**src/rtl/sts_pkg.sv**
```systemverilog
package sts_pkg;

	localparam int OUT_W = 16;

	typedef logic [4:0] kind_t;
	typedef logic [3:0] cls_t;

	// Byte classes
	localparam cls_t C_PUNCT   = 4'd0;
	localparam cls_t C_DOT     = 4'd1;
	localparam cls_t C_SLASH   = 4'd2;
	localparam cls_t C_EQ      = 4'd3;
	localparam cls_t C_LT      = 4'd4;
	localparam cls_t C_GT      = 4'd5;
	localparam cls_t C_BANG    = 4'd6;
	localparam cls_t C_QUOTE   = 4'd7;
	localparam cls_t C_SPACE   = 4'd8;
	localparam cls_t C_NEWLINE = 4'd9;
	localparam cls_t C_DIGIT   = 4'd10;
	localparam cls_t C_ALPHA   = 4'd11;
	localparam cls_t C_UNDER   = 4'd12;
	localparam cls_t C_OTHER   = 4'd13;

	// Token kinds
	localparam kind_t K_LPAREN   = 5'd0;
	localparam kind_t K_RPAREN   = 5'd1;
	localparam kind_t K_LBRACE   = 5'd2;
	localparam kind_t K_RBRACE   = 5'd3;
	localparam kind_t K_STAR     = 5'd4;
	localparam kind_t K_PLUS     = 5'd5;
	localparam kind_t K_MINUS    = 5'd6;
	localparam kind_t K_DOT      = 5'd7;
	localparam kind_t K_COMMA    = 5'd8;
	localparam kind_t K_SEMI     = 5'd9;
	localparam kind_t K_SLASH    = 5'd10;
	localparam kind_t K_COMMENT  = 5'd11;
	localparam kind_t K_EQ       = 5'd12;
	localparam kind_t K_EQ_EQ    = 5'd13;
	localparam kind_t K_LT       = 5'd14;
	localparam kind_t K_LT_EQ    = 5'd15;
	localparam kind_t K_GT       = 5'd16;
	localparam kind_t K_GT_EQ    = 5'd17;
	localparam kind_t K_BANG     = 5'd18;
	localparam kind_t K_BANG_EQ  = 5'd19;
	localparam kind_t K_STRING   = 5'd20;
	localparam kind_t K_INT      = 5'd21;
	localparam kind_t K_FLOAT    = 5'd22;
	localparam kind_t K_IDENT    = 5'd23;
	localparam kind_t K_BAD      = 5'd24;
	localparam kind_t K_UNTERM   = 5'd25;

	typedef struct packed {
		logic [7:0] source_byte;
		logic       end_of_source;
	} in_t;

	typedef struct packed {
		kind_t            token_kind;
		logic [OUT_W-1:0] token_line;
		logic [OUT_W-1:0] token_column;
		logic [OUT_W-1:0] token_length;
		logic             last_of_run;
	} out_t;

	// Classified byte as it travels from front to back
	typedef struct packed {
		cls_t  cls;
		kind_t punct_kind;
		logic  last;
	} item_t;

endpackage

```
**src/rtl/sts_fifo.sv**
```systemverilog
module sts_fifo #(
	parameter int WIDTH = 8,
	parameter int DEPTH = 4
) (
	input  logic                       clk,
	input  logic                       arst_n,
	input  logic                       wr0,
	input  logic [WIDTH-1:0]           wdata0,
	input  logic                       wr1,
	input  logic [WIDTH-1:0]           wdata1,
	input  logic                       rd,
	output logic [WIDTH-1:0]           rdata,
	output logic                       empty,
	output logic [$clog2(DEPTH+1)-1:0] free
);

	// DEPTH is a power of two; wr1 is only used together with wr0.
	localparam int AW = $clog2(DEPTH);
	localparam int CW = $clog2(DEPTH + 1);

	logic [WIDTH-1:0] mem_q [DEPTH];
	logic [AW-1:0]    wp_q;
	logic [AW-1:0]    rp_q;
	logic [CW-1:0]    cnt_q;

	always_ff @(posedge clk) begin
		if (wr0) begin
			mem_q[wp_q] <= wdata0;
		end
		if (wr1) begin
			mem_q[wp_q + AW'(1)] <= wdata1;
		end
	end

	always_ff @(posedge clk or negedge arst_n) begin
		if (!arst_n) begin
			wp_q  <= '0;
			rp_q  <= '0;
			cnt_q <= '0;
		end else begin
			wp_q  <= wp_q + AW'(wr0) + AW'(wr1);
			rp_q  <= rp_q + AW'(rd);
			cnt_q <= cnt_q + CW'(wr0) + CW'(wr1) - CW'(rd);
		end
	end

	assign rdata = mem_q[rp_q];
	assign empty = (cnt_q == '0);
	assign free  = CW'(DEPTH) - cnt_q;

endmodule

```
**src/rtl/sts_front.sv**
```systemverilog
module sts_front (
	input  logic          in_valid,
	output logic          in_ready,
	input  sts_pkg::in_t  in_data,
	input  logic          queue_has_room,
	output logic          push,
	output sts_pkg::item_t item
);

	import sts_pkg::*;

	localparam logic [7:0] CH_TAB   = 8'h09;
	localparam logic [7:0] CH_LF    = 8'h0A;
	localparam logic [7:0] CH_CR    = 8'h0D;
	localparam logic [7:0] CH_SPACE = 8'h20;
	localparam logic [7:0] CH_BANG  = 8'h21;
	localparam logic [7:0] CH_QUOTE = 8'h22;
	localparam logic [7:0] CH_LPAR  = 8'h28;
	localparam logic [7:0] CH_RPAR  = 8'h29;
	localparam logic [7:0] CH_STAR  = 8'h2A;
	localparam logic [7:0] CH_PLUS  = 8'h2B;
	localparam logic [7:0] CH_COMMA = 8'h2C;
	localparam logic [7:0] CH_MINUS = 8'h2D;
	localparam logic [7:0] CH_DOT   = 8'h2E;
	localparam logic [7:0] CH_SLASH = 8'h2F;
	localparam logic [7:0] CH_SEMI  = 8'h3B;
	localparam logic [7:0] CH_LT    = 8'h3C;
	localparam logic [7:0] CH_EQ    = 8'h3D;
	localparam logic [7:0] CH_GT    = 8'h3E;
	localparam logic [7:0] CH_UNDER = 8'h5F;
	localparam logic [7:0] CH_LBRC  = 8'h7B;
	localparam logic [7:0] CH_RBRC  = 8'h7D;

	assign in_ready = queue_has_room;
	assign push     = in_valid && queue_has_room;

	always_comb begin
		item.last       = in_data.end_of_source;
		item.punct_kind = K_BAD;
		unique case (in_data.source_byte) inside
			CH_LPAR: begin item.cls = C_PUNCT; item.punct_kind = K_LPAREN; end
			CH_RPAR: begin item.cls = C_PUNCT; item.punct_kind = K_RPAREN; end
			CH_LBRC: begin item.cls = C_PUNCT; item.punct_kind = K_LBRACE; end
			CH_RBRC: begin item.cls = C_PUNCT; item.punct_kind = K_RBRACE; end
			CH_STAR: begin item.cls = C_PUNCT; item.punct_kind = K_STAR; end
			CH_PLUS: begin item.cls = C_PUNCT; item.punct_kind = K_PLUS; end
			CH_MINUS: begin item.cls = C_PUNCT; item.punct_kind = K_MINUS; end
			CH_COMMA: begin item.cls = C_PUNCT; item.punct_kind = K_COMMA; end
			CH_SEMI: begin item.cls = C_PUNCT; item.punct_kind = K_SEMI; end
			CH_DOT: begin item.cls = C_DOT; item.punct_kind = K_DOT; end
			CH_SLASH: item.cls = C_SLASH;
			CH_EQ: item.cls = C_EQ;
			CH_LT: item.cls = C_LT;
			CH_GT: item.cls = C_GT;
			CH_BANG: item.cls = C_BANG;
			CH_QUOTE: item.cls = C_QUOTE;
			CH_SPACE, CH_TAB, CH_CR: item.cls = C_SPACE;
			CH_LF: item.cls = C_NEWLINE;
			CH_UNDER: item.cls = C_UNDER;
			[8'h30:8'h39]: item.cls = C_DIGIT;
			[8'h41:8'h5A], [8'h61:8'h7A]: item.cls = C_ALPHA;
			default: item.cls = C_OTHER;
		endcase
	end

endmodule

```
**src/rtl/sts_back.sv**
```systemverilog
module sts_back #(
	parameter int POSITION_BITS = 16
) (
	input  logic           clk,
	input  logic           arst_n,
	input  sts_pkg::item_t item,
	input  logic           item_valid,
	output logic           item_pop,
	input  logic           tok_room,
	output logic           tok_wr0,
	output sts_pkg::out_t  tok0,
	output logic           tok_wr1,
	output sts_pkg::out_t  tok1
);

	import sts_pkg::*;

	typedef logic [POSITION_BITS-1:0] pos_t;

	localparam int EXT_W = (POSITION_BITS > OUT_W) ? POSITION_BITS : OUT_W;

	localparam logic [3:0] M_IDLE    = 4'd0;
	localparam logic [3:0] M_SLASH   = 4'd1;
	localparam logic [3:0] M_EQ      = 4'd2;
	localparam logic [3:0] M_LT      = 4'd3;
	localparam logic [3:0] M_GT      = 4'd4;
	localparam logic [3:0] M_BANG    = 4'd5;
	localparam logic [3:0] M_COMMENT = 4'd6;
	localparam logic [3:0] M_STRING  = 4'd7;
	localparam logic [3:0] M_INT     = 4'd8;
	localparam logic [3:0] M_FLOAT   = 4'd9;
	localparam logic [3:0] M_IDENT   = 4'd10;

	function automatic pos_t sat_inc(input pos_t v);
		return (v == {POSITION_BITS{1'b1}}) ? v : v + pos_t'(1);
	endfunction

	function automatic logic [OUT_W-1:0] clamp_out(input pos_t v);
		logic [EXT_W-1:0] e;
		e = EXT_W'(v);
		return (e > EXT_W'({OUT_W{1'b1}})) ? {OUT_W{1'b1}} : e[OUT_W-1:0];
	endfunction

	function automatic kind_t cmp_kind(input logic [3:0] mode, input logic with_eq);
		kind_t k;
		unique case (mode)
			M_EQ: k = with_eq ? K_EQ_EQ : K_EQ;
			M_LT: k = with_eq ? K_LT_EQ : K_LT;
			M_GT: k = with_eq ? K_GT_EQ : K_GT;
			default: k = with_eq ? K_BANG_EQ : K_BANG;
		endcase
		return k;
	endfunction

	logic [3:0] mode_q;
	pos_t       line_q;
	pos_t       col_q;
	pos_t       start_line_q;
	pos_t       start_col_q;
	pos_t       len_q;

	logic       is_nl;
	pos_t       col_inc;
	logic       rescan;
	logic [3:0] mode_a;
	pos_t       len_a;
	logic       e0_v;
	kind_t      e0_kind;
	pos_t       e0_len;
	logic [3:0] mode_b;
	pos_t       len_b;
	pos_t       start_line_b;
	pos_t       start_col_b;
	logic       e1_v;
	kind_t      e1_kind;
	logic       e2_v;
	kind_t      e2_kind;
	pos_t       e2_len;
	logic       tb_v;
	kind_t      tb_kind;
	pos_t       tb_len;
	logic [3:0] mode_n;
	pos_t       line_n;
	pos_t       col_n;
	pos_t       start_line_n;
	pos_t       start_col_n;
	pos_t       len_n;
	out_t       tok_a;
	out_t       tok_b;

	assign item_pop = item_valid && tok_room;
	assign is_nl    = (item.cls == C_NEWLINE);

	always_comb begin
		col_inc = is_nl ? col_q : sat_inc(col_q);

		// Resolve the pending lexeme against this byte
		e0_v    = 1'b0;
		e0_kind = K_BAD;
		e0_len  = len_q;
		rescan  = 1'b0;
		mode_a  = mode_q;
		len_a   = len_q;
		unique case (mode_q) inside
			M_SLASH: begin
				if (item.cls == C_SLASH) begin
					mode_a = M_COMMENT;
					len_a  = pos_t'(2);
				end else begin
					e0_v    = 1'b1;
					e0_kind = K_SLASH;
					e0_len  = pos_t'(1);
					rescan  = 1'b1;
				end
			end
			M_EQ, M_LT, M_GT, M_BANG: begin
				e0_v = 1'b1;
				if (item.cls == C_EQ) begin
					e0_kind = cmp_kind(mode_q, 1'b1);
					e0_len  = pos_t'(2);
					mode_a  = M_IDLE;
				end else begin
					e0_kind = cmp_kind(mode_q, 1'b0);
					e0_len  = pos_t'(1);
					rescan  = 1'b1;
				end
			end
			M_COMMENT: begin
				if (is_nl) begin
					e0_v    = 1'b1;
					e0_kind = K_COMMENT;
					mode_a  = M_IDLE;
				end else begin
					len_a = sat_inc(len_q);
				end
			end
			M_STRING: begin
				len_a  = sat_inc(len_q);
				e0_len = len_a;
				if (item.cls == C_QUOTE) begin
					e0_v    = 1'b1;
					e0_kind = K_STRING;
					mode_a  = M_IDLE;
				end
			end
			M_INT: begin
				if (item.cls == C_DIGIT || item.cls == C_UNDER) begin
					len_a = sat_inc(len_q);
				end else if (item.cls == C_DOT) begin
					len_a  = sat_inc(len_q);
					mode_a = M_FLOAT;
				end else begin
					e0_v    = 1'b1;
					e0_kind = K_INT;
					rescan  = 1'b1;
				end
			end
			M_FLOAT: begin
				if (item.cls == C_DIGIT) begin
					len_a = sat_inc(len_q);
				end else begin
					e0_v    = 1'b1;
					e0_kind = K_FLOAT;
					rescan  = 1'b1;
				end
			end
			M_IDENT: begin
				if (item.cls == C_DIGIT || item.cls == C_ALPHA) begin
					len_a = sat_inc(len_q);
				end else begin
					e0_v    = 1'b1;
					e0_kind = K_IDENT;
					rescan  = 1'b1;
				end
			end
			default: rescan = 1'b1;
		endcase

		// Start a new lexeme with this byte
		mode_b       = mode_a;
		len_b        = len_a;
		start_line_b = start_line_q;
		start_col_b  = start_col_q;
		e1_v         = 1'b0;
		e1_kind      = K_BAD;
		if (rescan) begin
			mode_b       = M_IDLE;
			len_b        = pos_t'(1);
			start_line_b = line_q;
			start_col_b  = col_inc;
			unique case (item.cls) inside
				C_PUNCT, C_DOT: begin
					e1_v    = 1'b1;
					e1_kind = item.punct_kind;
				end
				C_SLASH: mode_b = M_SLASH;
				C_EQ: mode_b = M_EQ;
				C_LT: mode_b = M_LT;
				C_GT: mode_b = M_GT;
				C_BANG: mode_b = M_BANG;
				C_QUOTE: mode_b = M_STRING;
				C_DIGIT: mode_b = M_INT;
				C_ALPHA: mode_b = M_IDENT;
				C_SPACE, C_NEWLINE: mode_b = M_IDLE;
				default: e1_v = 1'b1;
			endcase
		end

		// Flush whatever is still pending on the final byte
		e2_v    = 1'b0;
		e2_kind = K_BAD;
		e2_len  = len_b;
		if (item.last) begin
			unique case (mode_b) inside
				M_SLASH: begin
					e2_v    = 1'b1;
					e2_kind = K_SLASH;
					e2_len  = pos_t'(1);
				end
				M_EQ, M_LT, M_GT, M_BANG: begin
					e2_v    = 1'b1;
					e2_kind = cmp_kind(mode_b, 1'b0);
					e2_len  = pos_t'(1);
				end
				M_COMMENT: begin e2_v = 1'b1; e2_kind = K_COMMENT; end
				M_STRING: begin e2_v = 1'b1; e2_kind = K_UNTERM; end
				M_INT: begin e2_v = 1'b1; e2_kind = K_INT; end
				M_FLOAT: begin e2_v = 1'b1; e2_kind = K_FLOAT; end
				M_IDENT: begin e2_v = 1'b1; e2_kind = K_IDENT; end
				default: e2_v = 1'b0;
			endcase
		end

		// A single-byte token and a flush never come from the same byte
		tb_v    = e1_v || e2_v;
		tb_kind = e1_v ? e1_kind : e2_kind;
		tb_len  = e1_v ? pos_t'(1) : e2_len;

		mode_n       = mode_b;
		len_n        = len_b;
		start_line_n = start_line_b;
		start_col_n  = start_col_b;
		line_n       = is_nl ? sat_inc(line_q) : line_q;
		col_n        = is_nl ? '0 : col_inc;
		if (item.last) begin
			mode_n       = M_IDLE;
			len_n        = '0;
			start_line_n = '0;
			start_col_n  = '0;
			line_n       = '0;
			col_n        = '0;
		end
	end

	always_comb begin
		tok_a.token_kind   = e0_kind;
		tok_a.token_line   = clamp_out(start_line_q);
		tok_a.token_column = clamp_out(start_col_q);
		tok_a.token_length = clamp_out(e0_len);
		tok_a.last_of_run  = !tb_v;

		tok_b.token_kind   = tb_kind;
		tok_b.token_line   = clamp_out(start_line_b);
		tok_b.token_column = clamp_out(start_col_b);
		tok_b.token_length = clamp_out(tb_len);
		tok_b.last_of_run  = 1'b1;
	end

	assign tok0    = e0_v ? tok_a : tok_b;
	assign tok1    = tok_b;
	assign tok_wr0 = item_pop && (e0_v || tb_v);
	assign tok_wr1 = item_pop && e0_v && tb_v;

	always_ff @(posedge clk or negedge arst_n) begin
		if (!arst_n) begin
			mode_q       <= M_IDLE;
			line_q       <= '0;
			col_q        <= '0;
			start_line_q <= '0;
			start_col_q  <= '0;
			len_q        <= '0;
		end else if (item_pop) begin
			mode_q       <= mode_n;
			line_q       <= line_n;
			col_q        <= col_n;
			start_line_q <= start_line_n;
			start_col_q  <= start_col_n;
			len_q        <= len_n;
		end
	end

endmodule

```
**src/rtl/source_token_scanner.sv**
```systemverilog
// Streaming lexical scanner. Source text enters on the in channel, one byte
// per transfer, with end_of_source set on the final byte of a source. Tokens
// leave on the out channel, one per transfer, each with kind, start line,
// start column and length; last_of_run marks the final token that one byte
// caused (a byte causes zero, one or two tokens).
// Throughput: one byte per cycle while the token buffer has room for two
// tokens. The token side moves one token per cycle while out_ready is high,
// so a byte that completes two tokens takes two transfers on the output.
// A byte waits in the byte queue; the first token that it completes is then
// written into the token buffer, and out_valid offers it from there.
// The front classifies bytes into a QUEUE_DEPTH entry queue; the back runs
// the scanner state and takes a byte only while the four-entry token buffer
// has room for two tokens. When the receiver stalls, the token buffer fills,
// the back holds, and in_ready drops once the byte queue is full.
// Reset clears both queues and the scanner: line 0, column 0, nothing
// pending. After a byte with end_of_source the scanner returns to that state.
module source_token_scanner #(
	parameter int POSITION_BITS = 16,
	parameter int QUEUE_DEPTH   = 4
) (
	input  logic          clk,
	input  logic          arst_n,
	input  logic          in_valid,
	output logic          in_ready,
	input  sts_pkg::in_t  in_data,
	output logic          out_valid,
	input  logic          out_ready,
	output sts_pkg::out_t out_data
);

	import sts_pkg::*;

	localparam int TOK_DEPTH = 4;
	localparam int TOK_CW    = $clog2(TOK_DEPTH + 1);
	localparam int QW        = $bits(item_t);
	localparam int TW        = $bits(out_t);

	item_t                          item_in;
	logic                           push;
	logic [QW-1:0]                  q_rdata;
	logic                           q_empty;
	logic [$clog2(QUEUE_DEPTH+1)-1:0] q_free;
	logic                           q_pop;

	out_t                           tok0;
	out_t                           tok1;
	logic                           tok_wr0;
	logic                           tok_wr1;
	logic [TW-1:0]                  t_rdata;
	logic                           t_empty;
	logic [TOK_CW-1:0]              t_free;
	logic                           t_room;

	sts_front u_front (
		.in_valid       (in_valid),
		.in_ready       (in_ready),
		.in_data        (in_data),
		.queue_has_room (q_free != '0),
		.push           (push),
		.item           (item_in)
	);

	sts_fifo #(
		.WIDTH (QW),
		.DEPTH (QUEUE_DEPTH)
	) u_item_q (
		.clk    (clk),
		.arst_n (arst_n),
		.wr0    (push),
		.wdata0 (item_in),
		.wr1    (1'b0),
		.wdata1 ('0),
		.rd     (q_pop),
		.rdata  (q_rdata),
		.empty  (q_empty),
		.free   (q_free)
	);

	// Hold the byte until both of its possible tokens fit
	assign t_room = (t_free >= TOK_CW'(2));

	sts_back #(
		.POSITION_BITS (POSITION_BITS)
	) u_back (
		.clk        (clk),
		.arst_n     (arst_n),
		.item       (item_t'(q_rdata)),
		.item_valid (!q_empty),
		.item_pop   (q_pop),
		.tok_room   (t_room),
		.tok_wr0    (tok_wr0),
		.tok0       (tok0),
		.tok_wr1    (tok_wr1),
		.tok1       (tok1)
	);

	sts_fifo #(
		.WIDTH (TW),
		.DEPTH (TOK_DEPTH)
	) u_tok_q (
		.clk    (clk),
		.arst_n (arst_n),
		.wr0    (tok_wr0),
		.wdata0 (tok0),
		.wr1    (tok_wr1),
		.wdata1 (tok1),
		.rd     (out_valid && out_ready),
		.rdata  (t_rdata),
		.empty  (t_empty),
		.free   (t_free)
	);

	assign out_valid = !t_empty;
	assign out_data  = out_t'(t_rdata);

endmodule

```
**config.mk**
```make
export PLATFORM = sky130hd
export DESIGN_NAME = source_token_scanner
export DESIGN_NICKNAME = d
export VERILOG_FILES = /design/src/rtl/sts_pkg.sv /design/src/rtl/sts_fifo.sv /design/src/rtl/sts_front.sv /design/src/rtl/sts_back.sv /design/src/rtl/source_token_scanner.sv
export SDC_FILE = /design/constraint.sdc
export NUM_CORES = 1
export LEC_CHECK = 0
export ABC_CLOCK_PERIOD_IN_PS = 5800
export BUFFER_PORTS_ARGS = -buffer_cell sky130_fd_sc_hd__clkbuf_2
export CAP_MARGIN = 40
export CORE_MARGIN = 2
export CORE_UTILIZATION = 41
export CTS_CLUSTER_DIAMETER = 120
export CTS_CLUSTER_SIZE = 30
export DETAILED_ROUTE_END_ITERATION = 8
export PLACE_DENSITY = 0.56
export SETUP_SLACK_MARGIN = 0.2
export SYNTH_ARGS = -nofsm -noshare
export SYNTH_HDL_FRONTEND = slang
export SYNTH_SLANG_ARGS = --single-unit
```
**constraint.sdc**
```tcl
create_clock -name clk -period 5.8 [get_ports clk]
set_input_delay 0.58 -clock clk [delete_from_list [all_inputs] [get_ports clk]]
set_output_delay 0.58 -clock clk [all_outputs]
set_load 0.005 [all_outputs]
```
==> results by group <==
Logic synthesis
  • Ys async rst share: 27.7%
  • Synth Cell Area: 0.0189 mm^2
  • Synthesized net count: approximately 1700
  • Cell taking the most area after synthesis: edfxtp_1
  • Sequential share of the synthesized area: a little over half
  • YS warnings: 0
  • Mean Syn Cell Area: 11.6 um^2
  • Syn Inst Count: between 1500 and 2000
  • Synth cell count leaders: 252 x edfxtp_1, 145 x nand2_1, 130 x o21ai_0
  • FF+latch count, synth: 354
  • Share of the synthesized area in the top cell type: 40.0%
  • Most instantiated library cell after synthesis: edfxtp_1
  • Post-synth top flop: edfxtp_1
  • EDFF count, synth: 252
  • Ranking of synthesized cells by area: edfxtp_1 40%, dfrtp_1 13%, mux4_2 7.5%
  • Synth unique cells: 94

Cells and area
  • Final Core Density: 44.8%
  • Area Overhead vs Synth: 7.85%
  • Layout filler cell count: 4269
  • Area of the multi-input gates: 0.00809 mm^2
  • Post-Layout Inst Area: between 0.02 and 0.025 mm^2
  • Layout cell share with drive strength beyond 1: 15.4%
  • Post-Layout Cell Count: 2233
  • # nets final: ~1700
  • Reg area: 0.0101 mm^2
  • N_diodes: 0

Place
  • DP Area: about 0.02 mm^2
  • GPL Wtd Cong: just under 0.9
  • Port Buffers: 68
  • Hpwl dp: ~35000 um
  • Placed insts: 2206

Setup path
  • Critical path endpoint: u_tok_q.cnt_q[2]
  • CP arrival: 5690 ps
  • Startpoint class of the critical path: flop
  • Worst r2r src: u_item_q.rp_q[0]
  • Worst EP required: 6260 ps
  • Reg-to-Reg End: u_tok_q.cnt_q[2]
  • CP startpoint: u_item_q.rp_q[0]
  • Critical path class: flop to flop
  • R2R setup slack: 570 ps
  • Worst reg2reg path depth: 13
  • Crit path max fanout: 27
  • Crit end category: flop

GRT
  • Total grt overflow: 0
  • Vias in the first global route: 13500
  • Largest net degree at the start of global routing: 93
  • Antenna violations before repair: 0
  • GRT Total Usage: between 20% and 30%
  • First-pass GRT wire length: 83000 um

Power and ir drop
  • Internal power: 0.00672 W
  • Reg power frac: 35.2%
  • Logic pwr share: about 54%
  • Max VDD drop: 484 uV
  • NetSw: 0.00580 W
  • PD cells: 614 mW/mm^2
  • Clock power frac: 10.6%
  • LEAKAGE: 7.09 nW
  • Switching fraction of total power: between 40% and 50%

Clocking
  • CTS HTree Levels: 1
  • Sink Count: approximately 350
  • CTS Hold Bufs: 0
  • CTS clk-pin slew, worst paths: about 120 ps
  • Worst-case clock buffer depth: 3
  • # Post-CTS Setup Buffers: 0
  • TritonCTS buffer count: 15
  • Post_cts resized: 0
  • Clock Latency Late Sink: 540 ps
  • CTS tree: done
  • Clock Root Buffer: clkbuf_16

Timing
  • Endpoints failing setup: 0
  • Slew @ Worst Pin: 865 ps
  • Fmax achieved: 191 MHz
  • Max Transition Viols Final: 0
  • Min Hold Slack: 7.71 ps
  • RSZ-0062 raised after global routing: false
  • Clk_skew: about 25 ps
  • Setup TNS Final: 0 ps
  • Period utilization: approximately nine tenths
  • Tmin final: between 5000 and 6000 ps
  • Hold Fails Final Rpt: 0
  • Slew HR: 40.9%

Floorplan
  • Core area: 0.0455 mm^2
  • # rows: 78
  • Die Y: about 220 um
  • Die area: approximately 0.048 mm^2
  • Die Width: 219 um
  • Io pins: 69
  • Initial core utilization: 41.6%

Drt
  • Number of remaining DRC errors: 0
  • Vias/cell: 6.24
  • Wirelength per Cell: around 24 um
  • First-pass DRT Iterations: 5
  • Final WL: 53300 um
  • DR iter-0 viols: 1389
  • DR vias: 13900
  • Routed Antenna Nets: 0

Job
  • Max-cap violations: 0

Run status
  • Status: finished clean

Min path
  • HP Class: primary input to async pin
[flip-flops by register name, indices dropped and copies added, names as in the netlist, 3 cells and up]
| signal | cells |
|---|---|
| u_back.col_q | 16 |
| u_back.start_col_q | 16 |
| u_back.mode_q | 4 |
| u_back.line_q | 16 |
| u_tok_q.mem_q | 216 |
| u_back.start_line_q | 16 |
| u_tok_q.cnt_q | 3 |
| u_item_q.mem_q | 40 |
| u_back.len_q | 16 |
| u_item_q.cnt_q | 3 |
[critical path: stages, from the launching register on]
cell	delay (ps)
dfrtp_1	540
mux4_2	770
nand2b_1	270
o41ai_1	750
and4b_1	620
a21oi_4	170
or2_2	420
o21ai_0	260
ha_1	180
inv_1	60
fa_1	400
fa_1	390
xnor2_1	190
xnor2_1	140
[cells by family after synthesis]
logic type | share of synthesized area (%)
AND/OR/NAND/NOR | 12.5
AO/OA/AOI/OAI | 17.7
flip-flops | 53.4
buffers and inverters | 3.98
multiplexers | 9.27
XOR/XNOR | 1.85
adder cells (fa/ha/maj) | 1.35
[through the flow]
step	worst slack, ps	power [W]
floorplan	1150	0.00856
detailed placement	674	0.0113
global route	256	0.0132
CTS	656	0.0126
global placement	782	0.0111
finish	575	0.0125
[final cells by class]
| class | count | area share (%) |
|---|---|---|
| Clock buffer | 24 | 2.11 |
| Clock inverter | 1 | 0.0184 |
| Multi-Input combinational cell | 1100 | 39.7 |
| Tap cell | 600 | 3.68 |
| Timing Repair Buffer | 123 | 4.35 |
| Inverter | 31 | 0.571 |
| Sequential cell | 354 | 49.6 |
[layout by cell type (no fill, tap or decap), types with 12 or more instances in the layout]
cell type / instances
edfxtp_1: 252
nand4_1: 14
xnor2_1: 16
inv_1: 30
nor3_1: 31
o22ai_1: 54
buf_4: 40
clkbuf_2: 68
mux4_2: 63
xor2_1: 24
nand2_1: 141
a32o_1: 65
and3_1: 18
a21oi_1: 69
o21a_1: 12
a22o_1: 26
nand3_1: 34
clkbuf_16: 16
nor2b_1: 36
dfrtp_1: 96
o21ai_0: 130
mux2i_1: 21
ha_1: 14
nor2_1: 113
[power groups by stage]
stage	logic (W)	registers (W)	clock network [W]
after floorplan	0.00432	0.00424	0
after global placement	0.00661	0.00444	0
after detailed placement	0.00679	0.00448	0
after CTS	0.00681	0.00442	0.00135
after global routing	0.00731	0.00451	0.00143
final	0.00679	0.00440	0.00132
[per-layer routing]
metal,global-route usage [%],wire (um),vias up,part of all wire (%)
li1,-,-,6262,-
met1,33.2,23800,7058,45
met2,34.7,24600,539,46
met3,2.95,3700,67,7.0
met4,6.24,1240,0,2.3
met5,0,0,-,0
[worst min path at each step]
stage | start | end | slack (ps) | depth (start not counted)
floorplan | arst_n | u_back.col_q[0] | 280 | 0
global placement | u_tok_q.mem_q[1][0] | u_tok_q.mem_q[1][0] | 440 | 1
CTS | arst_n | u_back.col_q[10] | 40 | 1
detailed placement | u_tok_q.mem_q[1][0] | u_tok_q.mem_q[1][0] | 450 | 1
global route | arst_n | u_back.col_q[10] | 50 | 1
finish | arst_n | u_back.col_q[10] | 8 | 1
(Power assumes the default switching activity.)
